==> src/rtl/uvg_pkg.sv <==
package uvg_pkg;

  // Divide by 1000 is done as a long division over 16-bit chunks of the
  // microsecond time. Each chunk step forms a 26-bit partial value, whose
  // quotient is found exactly by a 27-bit reciprocal and a shift.
  localparam int unsigned TIME_W      = 64;
  localparam int unsigned CHUNK_W     = 16;
  localparam int unsigned N_CHUNKS    = TIME_W / CHUNK_W;
  localparam int unsigned REM_W       = 10;
  localparam int unsigned V_W         = REM_W + CHUNK_W;
  localparam int unsigned RECIP_W     = 27;
  localparam int unsigned PROD_W      = V_W + RECIP_W;
  localparam int unsigned RECIP_SHIFT = 36;

  localparam logic [REM_W-1:0]   US_PER_MS = 10'd1000;
  // ceil(2^36 / 1000); the error term keeps the quotient exact for any
  // partial value below 1000 * 2^16.
  localparam logic [RECIP_W-1:0] RECIP_M   = 27'd68719477;

  localparam int unsigned TOP_W = 12;
  localparam int unsigned MID_W = 14;
  localparam int unsigned LOW_W = 48;
  localparam int unsigned CNT_W = TOP_W + MID_W + LOW_W;

  localparam logic [3:0] VERSION = 4'h7;
  localparam logic [1:0] VARIANT = 2'b10;

  typedef struct packed {
    logic [TIME_W-1:0] ms;
    logic [REM_W-1:0]  sub;
    logic [TOP_W-1:0]  seed_high;
    logic [MID_W-1:0]  seed_mid;
    logic [LOW_W-1:0]  seed_low;
  } item_t;

  typedef struct packed {
    logic  valid;
    item_t item;
  } item_beat_t;

  typedef struct packed {
    logic [63:0] upper;
    logic [63:0] lower;
  } result_t;

endpackage

==> src/rtl/uvg_back.sv <==
module uvg_back (
  input  logic             clk,
  input  logic             rst,
  input  logic             in_valid,
  input  uvg_pkg::item_t   in_item,
  output logic             in_pop,
  input  logic             out_full,
  output logic             res_push,
  output uvg_pkg::result_t res
);

  logic                         started;
  logic [uvg_pkg::TIME_W-1:0]   logical_millis;
  logic [uvg_pkg::REM_W-1:0]    last_sub_micros;
  logic [uvg_pkg::CNT_W-1:0]    count;

  logic [uvg_pkg::TIME_W-1:0]   base_ms;
  logic [uvg_pkg::REM_W-1:0]    base_sub;
  logic [uvg_pkg::CNT_W-1:0]    base_cnt;
  logic [uvg_pkg::CNT_W-1:0]    seed_cnt;
  logic [uvg_pkg::TIME_W-1:0]   logical_millis_next;
  logic [uvg_pkg::REM_W-1:0]    last_sub_micros_next;
  logic [uvg_pkg::CNT_W-1:0]    count_next;
  logic                         fire;

  assign fire     = in_valid && !out_full;
  assign in_pop   = fire;
  assign res_push = fire;
  assign seed_cnt = {in_item.seed_high, in_item.seed_mid, in_item.seed_low};

  always_comb begin
    // Before the first beat the state is taken from the beat itself, which then
    // compares equal and increments the seeded counter (a new millisecond if all ones).
    base_ms  = started ? logical_millis : in_item.ms;
    base_sub = started ? last_sub_micros : in_item.sub;
    base_cnt = started ? count : seed_cnt;

    logical_millis_next  = base_ms;
    last_sub_micros_next = base_sub;
    count_next           = base_cnt;

    if (in_item.ms > base_ms) begin
      logical_millis_next  = in_item.ms;
      last_sub_micros_next = in_item.sub;
      count_next           = seed_cnt;
    end else if (in_item.ms == base_ms) begin
      if (in_item.sub > base_sub) begin
        last_sub_micros_next = in_item.sub;
        count_next           = seed_cnt;
      end else if (in_item.sub == base_sub) begin
        if (&base_cnt) begin
          logical_millis_next  = base_ms + 1'b1;
          last_sub_micros_next = '0;
          count_next           = seed_cnt;
        end else begin
          count_next = base_cnt + 1'b1;
        end
      end
    end

    res.upper = {logical_millis_next[47:0], uvg_pkg::VERSION, last_sub_micros_next,
                 count_next[uvg_pkg::CNT_W-uvg_pkg::TOP_W +: 2]};
    res.lower = {uvg_pkg::VARIANT, count_next[uvg_pkg::CNT_W-uvg_pkg::TOP_W-1:0]};
  end

  always_ff @(posedge clk) begin
    if (rst) begin
      started         <= 1'b0;
      logical_millis  <= '0;
      last_sub_micros <= '0;
      count           <= '0;
    end else if (fire) begin
      started         <= 1'b1;
      logical_millis  <= logical_millis_next;
      last_sub_micros <= last_sub_micros_next;
      count           <= count_next;
    end
  end

endmodule

==> config.mk <==
export PLATFORM = sky130hd
export DESIGN_NAME = uvg_back
export DESIGN_NICKNAME = d
export VERILOG_FILES = /design/src/rtl/uvg_pkg.sv /design/src/rtl/uvg_back.sv
export SDC_FILE = /design/constraint.sdc
export NUM_CORES = 1
export LEC_CHECK = 0
export BUFFER_PORTS_ARGS = -buffer_cell sky130_fd_sc_hd__buf_2
export CORE_UTILIZATION = 53
export CTS_CLUSTER_SIZE = 12
export DETAILED_ROUTE_END_ITERATION = 8
export PLACE_DENSITY_LB_ADDON = 0.2
export SLEW_MARGIN = 20
export SYNTH_ARGS = -nofsm -noshare
export SYNTH_HDL_FRONTEND = slang
export SYNTH_SLANG_ARGS = --single-unit
export TNS_END_PERCENT = 20
==> constraint.sdc <==
create_clock -name clk -period 5.02 [get_ports clk]
set_input_delay 0.251 -clock clk [delete_from_list [all_inputs] [get_ports clk]]
set_output_delay 0.251 -clock clk [all_outputs]
set_load 0.02 [all_outputs]
# Yosys cells after proc, flatten, opt, wreduce, memory -nomap -nowiden
# Index checks and enable logic that the tools add are counted.
totals:
  reg_bits: 149
  wordCells: 31
  output_inout_bits: 130
classes:
  n_lt_le_gt_ge: 2
  eq_ne: 2
  add_sub_neg: 2
  reduce_logical: 3
  mux: 18
ops:
  columns: ["operator", "n"]
  rows:
  - ["$mux 74", 6]
  - ["$mux 64", 6]
  - ["$add 74x1->74 const B", 1]
  - ["$reduce_and 74->1", 1]
  - ["$add 64x1->64 const B", 1]
  - ["$eq 64x64->1", 1]
  - ["$gt 64x64->1", 1]
  - ["$mux 10", 6]
  - ["$eq 10x10->1", 1]
  - ["$gt 10x10->1", 1]
  - ["$logic_and 1x1->1", 1]
  - ["$logic_not 1->1", 1]

# Logic depth before layout (Yosys ltp)
# Gate-level depths: netlist of run 1.
logic_depth:
  word_depth: 7
  ltp_mapped: 26

# Least setup slack after synthesis of run 1
# Ideal clock, no wire load.
synth_timing:
  path_type: "reg-to-output"
  startpoint: "register started"
  endpoint: "output res[119] (netlist name)"
  required_time_ns: 4.769
  path_stages_with_launch: 24
  n_path_buf: 12
  arrival_ns: 5.344
  slack_ns: -0.575
  cell_sequence: "dfxtp_1 -> buf_6 -> buf_4 -> buf_6 -> buf_6 -> buf_2 -> buf_2 -> buf_2 -> buf_2 -> buf_1 -> mux2i_1 -> ha_1 -> nand4_1 -> nor4_1 -> nand4_1 -> nor2_1 -> nand3_1 -> buf_2 -> clkbuf_1 -> nor3_1 -> nand3_1 -> xnor2_1 -> a21oi_1 -> buf_4"
synth_between:
  elab_chain_cells: 7
  word_cells_on_any_way: 14
  classes_between: "1 x add/sub; 2 x order compare; 2 x eq/ne; 8 x mux; 1 x reduce/logical"
synth_lines:
  columns: ["element", "line", "rtl"]
  rows:
  - ["start: declaration", "uvg_back.sv:12", "logic started;"]
  - ["start signal: assignment", "uvg_back.sv:68", "started <= 1'b0;"]
  - ["start signal: assignment", "uvg_back.sv:73", "started <= 1'b1;"]
  - ["$mux 64 / $mux 74 (equally long branches)", "uvg_back.sv:34, uvg_back.sv:36", null]
  - ["$add 64x1->64 / $reduce_and 74->1 (equally long branches)", "uvg_back.sv:52, uvg_back.sv:51", null]
  - ["$mux 64", "uvg_back.sv:51", "if (&base_cnt) begin"]
  - ["$mux 64", "uvg_back.sv:50", "end else if (in_item.sub == base_sub) begin"]
  - ["$mux 64", "uvg_back.sv:47", "if (in_item.sub > base_sub) begin"]
  - ["$mux 64", "uvg_back.sv:46", "end else if (in_item.ms == base_ms) begin"]
  - ["$mux 64 (*)", "uvg_back.sv:42", "if (in_item.ms > base_ms) begin"]
  - ["end: declaration", "uvg_back.sv:9", "output uvg_pkg::result_t res"]
# Every way passes the cells marked *; elsewhere a longest branch is shown, timed or not.

==> impl_metrics.tcl, run 1 <==
set metrics [dict create \
    status "finished clean" \
    htreeDepth 4 \
    yosysSeqAreaShare 0.182 \
    fin_util 0.602 \
    crit_type "register to primary output" \
    chipHeight_microns 178 \
    cap_viol_max_count 0 \
    period_share 0.975 \
    yosysTopAreaCell "dfxtp_1" \
    worst_pin_slew_ns 0.998 \
    clkLatencyLatePin_ns 0.46 \
    grt_pass1_vias 16760 \
    rsz0062_at_grt "yes" \
    grt_use_total 0.357 \
    dieArea_sq_um 31700 \
    hold_buffers 0 \
    antenna_found_initial 2 \
    cp_max_fo 101 \
    grt_max_degree 122 \
    clk_pin_slew_worst_paths_ns 0.06 \
    synth_cells 2298 \
    syn_to_final_growth_pct 12.0 \
    drt-initial-drc-count 1963 \
    drc 0 \
    start_kind "register" \
    synth_cell_types 86 \
    report.final.slew_viol_count 0 \
    multi_input_area_sq_um 12000 \
    fmaxAchievable_mhz 204 \
    total_power_mw 4.55 \
    numCtsBuffers 17 \
    r2r_slack_ns 0.70 \
    relSlewSlack 0.335 \
    grt_pass1_wl_microns 89900 \
    synth_top_area_frac 0.182 \
    fillers 2894 \
    gp_congestion 0.932 \
    cts_tree "yes" \
    fin_worst_skew_ns 0.0133 \
    hold_ws_ns 0.0956 \
    synth_edf_count 0 \
    drive_gt1_frac 0.204 \
    powerDensity_nw_per_um2 247 \
    seq_area_sq_um 2990 \
    vias_per_cell 6.65 \
    report.final.hold_viol_count 0 \
    power.leakage_nw 7.20 \
    fin_ws_ns 0.126 \
    synth_most_common_cell "nand2_1" \
    setup_viol 0 \
    firstDrtPassIters 8 \
    core_sq_um 30500 \
    boundaryPins 282 \
    syn_area_per_cell_sq_um 7.14 \
    final_nets 2644 \
    ant_nets 0 \
    hold_class "input pin to register" \
    die_x_microns 178 \
    dpl.hpwl_microns 41400 \
    cts_sinks 149 \
    synth_warnings 0 \
    start_util 0.538 \
    synth_common_cells "nand2_1 (238), nor2_1 (212), o21ai_0 (196), dfxtp_1 (149), a21oi_1 (132)" \
    pre_cts_ws_ns 0.273 \
    crit_arrival_ns 4.64 \
    async_flop_share 0 \
    grt-ovfl-total 0 \
    worstPathRequired_ns 4.77 \
    drt-total-wl_microns 58200 \
    layout_min_cycle_time_ns 4.89 \
    timing.setup.tns_ns 0 \
    port_buffers 275 \
    ys_ff_latch 149 \
    rows 64 \
    synth.area.top_cells "dfxtp_1 (18%), o21ai_0 (6.0%), ha_1 (5.8%), buf_4 (5.6%), nand2_1 (5.4%)" \
    end_kind "primary output" \
    vias 18793 \
    clock_path_buffers 2 \
    syn_area_sq_um 16400 \
    ys.flop_type "dfxtp_1" \
    peakVddDrop_uv 280 \
    cts_root_buf "clkbuf_16" \
    post_drt_wl_per_cell_microns 20.6 \
]
metrics by stage:
stage,std cells,area [sq um]
detailed placement,2787,17500
global placement,2787,17500
global route,2824,18400
finish,2825,18400
floorplan,2302,16500
CTS,2819,18200
kinds of logic (layout without fill, tap and decap cells):
logic type,Yosys count,count (layout),share of synthesized area
adder cells (fa/ha/maj),76,76,0.0580
flip-flops,149,149,0.182
multiplexers,112,112,0.0704
XOR/XNOR,44,44,0.0235
other,2,8,0.000458
buffers and inverters,292,417,0.102
AO/OA/AOI/OAI,673,673,0.263
AND/OR/NAND/NOR,950,950,0.301
power by group:
part | switching [mW] | total (mW) | internal, mW
clock | 0.575 | 1.50 | 0.923
sequential | 0.0838 | 1.35 | 1.27
combinational | 1.09 | 1.69 | 0.600
critical path, cell delays in order, from the launching register on:
cell	delay [ns]
dfxtp_4	0.48
buf_12	0.37
nand3_1	0.19
a222oi_1	0.55
nand3_1	0.34
or4_1	0.84
o22ai_1	0.31
buf_4	0.22
nor2_4	0.06
buf_12	0.20
mux2_2	0.35
buf_2	0.17
final timing paths:
| check | to | from | cells after the start |
|---|---|---|---|
| setup / recovery | res[55] | started$_SDFFE_PP0P_ | 11 |
| hold / removal | count[23]$_SDFFE_PP0P_ | in_item[23] | 3 |
| setup reg to reg | count[70]$_SDFFE_PP0P_ | started$_SDFFE_PP0P_ | 12 |
| hold reg to reg | logical_millis[11]$_SDFFE_PP0P_ | logical_millis[11]$_SDFFE_PP0P_ | 2 |
repair_timing:
item	CTS	global route
gates resized for setup	2	25
setup buffers	2	4
endpoints found under the setup margin	54	61
endpoints found under the hold margin	0	0
pin swaps	0	2
gates cloned	0	0
registers in the layout, indices dropped and copies added, names as in the netlist:
register and count:
logical_millis 64, started 1, last_sub_micros 10, count 74
metal layers:
metal  part of all wire  track usage
met1               0.41        0.466
met2               0.46        0.583
met3              0.094       0.0615
met4              0.036        0.139
met5            0.00014            0
layout by cell type, fill, tap and decap left out, drive strengths merged, types with 23 or more instances in the layout:
cell,Yosys,routed
buf,173,364
nand2,239,239
nor2,212,212
o21ai,200,200
dfxtp,149,149
a21oi,132,132
nand3,110,110
mux2i,88,88
nor3,79,79
ha,76,76
a31oi,75,75
nand4,58,58
o21a,51,51
nand3b,35,35
nor4,34,34
xnor2,29,29
a22oi,27,27
a211oi,26,26
mux2,24,24
and3,24,24
and2,23,23
o31ai,23,23
area by class of cell:
type	count	area share
Clock inverter	11	0.0113
Clock buffer	19	0.0236
Tap cell	396	0.0270
Antenna cell	2	0.000272
Sequential cell	149	0.163
Inverter	23	0.00497
Multi-Input combinational cell	1861	0.652
Timing Repair Buffer	364	0.118
(Power assumes the default switching activity.)
==> inputs of run 2 (changes only) <==
--- a/config.mk
+++ b/config.mk
@@ -5,10 +5,10 @@
 export SDC_FILE = /design/constraint.sdc
 export NUM_CORES = 1
 export LEC_CHECK = 0
-export BUFFER_PORTS_ARGS = -buffer_cell sky130_fd_sc_hd__buf_2
-export CORE_UTILIZATION = 53
+export CORE_UTILIZATION = 60
 export CTS_CLUSTER_SIZE = 12
 export DETAILED_ROUTE_END_ITERATION = 8
+export DONT_BUFFER_PORTS = 1
 export PLACE_DENSITY_LB_ADDON = 0.2
 export SLEW_MARGIN = 20
 export SYNTH_ARGS = -nofsm -noshare
==> run 2 against run 1 <==
Effect of this change: clock power hardly changed; cell area is 5.9% lower; register-to-register slack worse by 0.10 ns; sequential power hardly changed; final cell count is 10% lower; via count is 5.0% lower; die area is 12% lower; clock skew is 0.0064 ns higher; combinational power is 11% lower; worst hold slack worse by 0.088 ns; first-iteration DRC count is 0.76% lower; utilization is 4.1 points higher; largest cell class unchanged.
==> impl_metrics.tcl, run 2 (same netlist as run 1, synthesis figures left out) <==
set metrics [dict create \
    crit_type "register to primary output" \
    worst_r2r_path_depth 15 \
    cts_sinks 149 \
    final_nets 2405 \
    p_comb_frac 0.348 \
    gp_congestion 0.967 \
    swShare 0.390 \
    min_from "in_item[68]" \
    worstPathRequired_ns 4.77 \
    cp_max_fo 46 \
    hold_depth 2 \
    core_sq_um 26900 \
    cp_slowest_stage_delay_ns 0.51 \
    relSlewSlack 0.337 \
    rows 60 \
    layout_min_cycle_time_ns 4.90 \
    syn_to_final_growth_pct 5.30 \
    drt-total-wl_microns 56800 \
    mostFrequentLayoutCell "nand2_1" \
    powerDensity_nw_per_um2 252 \
    top_regs "count x74, logical_millis x64, last_sub_micros x10" \
    drc 0 \
    status "finished clean" \
    report.final.hold_viol_count 0 \
    boundaryPins 282 \
    power.leakage_nw 6.28 \
    p_sw_mw 1.70 \
    drive_gt1_frac 0.110 \
    peakVddDrop_uv 223 \
    r2r_end "logical_millis[33]$_SDFFE_PP0P_" \
    n_antenna_cell 0 \
    antenna_found_initial 0 \
    grt_pass1_vias 16317 \
    start_util 0.611 \
    pwr-share-clk 0.341 \
    htreeDepth 4 \
    vias 17847 \
    dpl.hpwl_microns 39400 \
    grt_use_total 0.386 \
    post_drt_wl_per_cell_microns 22.5 \
    clock_path_buffers 2 \
    p_int_mw 2.65 \
    cap_viol_max_count 0 \
    crit_arrival_ns 4.65 \
    critPathTopFamily "simple AND/OR/NAND/NOR gates" \
    r2r_slack_ns 0.60 \
    grt_max_degree 128 \
    grt_pass1_wl_microns 87800 \
    timing.setup.tns_ns 0 \
    fin_util 0.643 \
    firstDrtPassIters 7 \
    worst_pin_slew_ns 0.987 \
    fmaxAchievable_mhz 204 \
    start_kind "register" \
    dieArea_sq_um 28000 \
    chipHeight_microns 167 \
    fin_cells 2531 \
    cp_cell_sequence "buf_12, mux2_2, inv_1, ha_1, nand4_1, nor4_4, nand4_1, or2_2, nor4_4, nand2_1, or2_2, a21oi_1, a221o_1" \
    min_to "count[68]$_SDFFE_PP0P_" \
    clk_pin_slew_worst_paths_ns 0.08 \
    period_share 0.976 \
    fin_worst_skew_ns 0.0197 \
    die_x_microns 167 \
    port_buffers 0 \
    report.final.slew_viol_count 0 \
    r2r_start "started$_SDFFE_PP0P_" \
    numCtsBuffers 17 \
    crit_slowest_cell "nor4_4" \
    drt-initial-drc-count 1948 \
    vias_per_cell 7.05 \
    end_kind "primary output" \
    cts_tree "yes" \
    worst-path-buf-inv 2 \
    clkLatencyLatePin_ns 0.45 \
    regMostFlops "count" \
    setup_viol 0 \
    ant_nets 0 \
    layout_common_cells "nand2_1 (237), nor2_1 (210), o21ai_0 (196)" \
    hold_class "input pin to register" \
    grt-ovfl-total 0 \
    placedCellCount 2468 \
    pwr-share-seq 0.311 \
    largest_register_ffs 74 \
    cts_root_buf "clkbuf_16" \
]
==> run 2: cell types whose count changed in the layout (fill, tap and decap cells not counted), sizes merged <==
cell	delta
buf	-257
bufinv	-3
inv	+4
dlygate4sd3	+17
clkinvlp	+1
clkinv	-2
diode	-2
clkbuf	+3
==> run 2: power by group through the flow <==
stage                     clock network (mW)  logic [mW]  registers, mW
after floorplan                            0        1.28           1.35
after global placement                     0        1.40           1.37
after detailed placement                   0        1.43           1.38
after CTS                               1.49        1.46           1.35
after global routing                    1.53        1.63           1.36
final                                   1.48        1.51           1.35
==> run 2: worst max path at each step <==
stage	startpoint	end	slack, ns	cells past startpoint
2_1_floorplan	started$_SDFFE_PP0P_	res[122]	0.04	23
3_3_place_gp	started$_SDFFE_PP0P_	res[100]	0.38	13
3_5_place_dp	started$_SDFFE_PP0P_	count[70]$_SDFFE_PP0P_	0.37	13
4_1_cts	started$_SDFFE_PP0P_	res[32]	0.01	14
5_1_grt	started$_SDFFE_PP0P_	res[60]	-0.02	16
6_report	started$_SDFFE_PP0P_	res[98]	0.12	13
==> run 2: metrics by stage <==
stage               hold slack [ns]  worst slack, ns  total power, mW  instance area, sq um
finish                      0.00799            0.121             4.35                 17300
floorplan                     0.401           0.0353             2.63                 16500
global route                 0.0148          -0.0191             4.52                 17300
CTS                        0.000197           0.0103             4.30                 17100
global placement              0.330            0.380             2.78                 16200
detailed placement            0.326            0.367             2.80                 16200
==> run 2: timing repair <==
item,CTS,global route
hold buffers,18,0
setup buffers,3,9
endpoints found under the hold margin,75,0
pin swaps,1,3
gates resized for setup,3,19
cloned,0,1
endpoints found under the setup margin,18,117
==> run 2: metal layers <==
metal | vias up | routed length, microns | track usage
li1 | 8260 | - | -
met1 | 8378 | 22700 | 0.483
met2 | 1034 | 25300 | 0.616
met3 | 175 | 6490 | 0.106
met4 | 0 | 2360 | 0.174
met5 | - | 0 | 0
==> run 2: final cells by class <==
type | instances | area [sq um]
Inverter | 23 | 93.8
Fill cell | 2423 | 9600
Sequential cell | 149 | 2990
Multi-Input combinational cell | 1861 | 12000
Clock inverter | 11 | 160
Clock buffer | 21 | 492
Tap cell | 341 | 427
Timing Repair Buffer | 125 | 1140
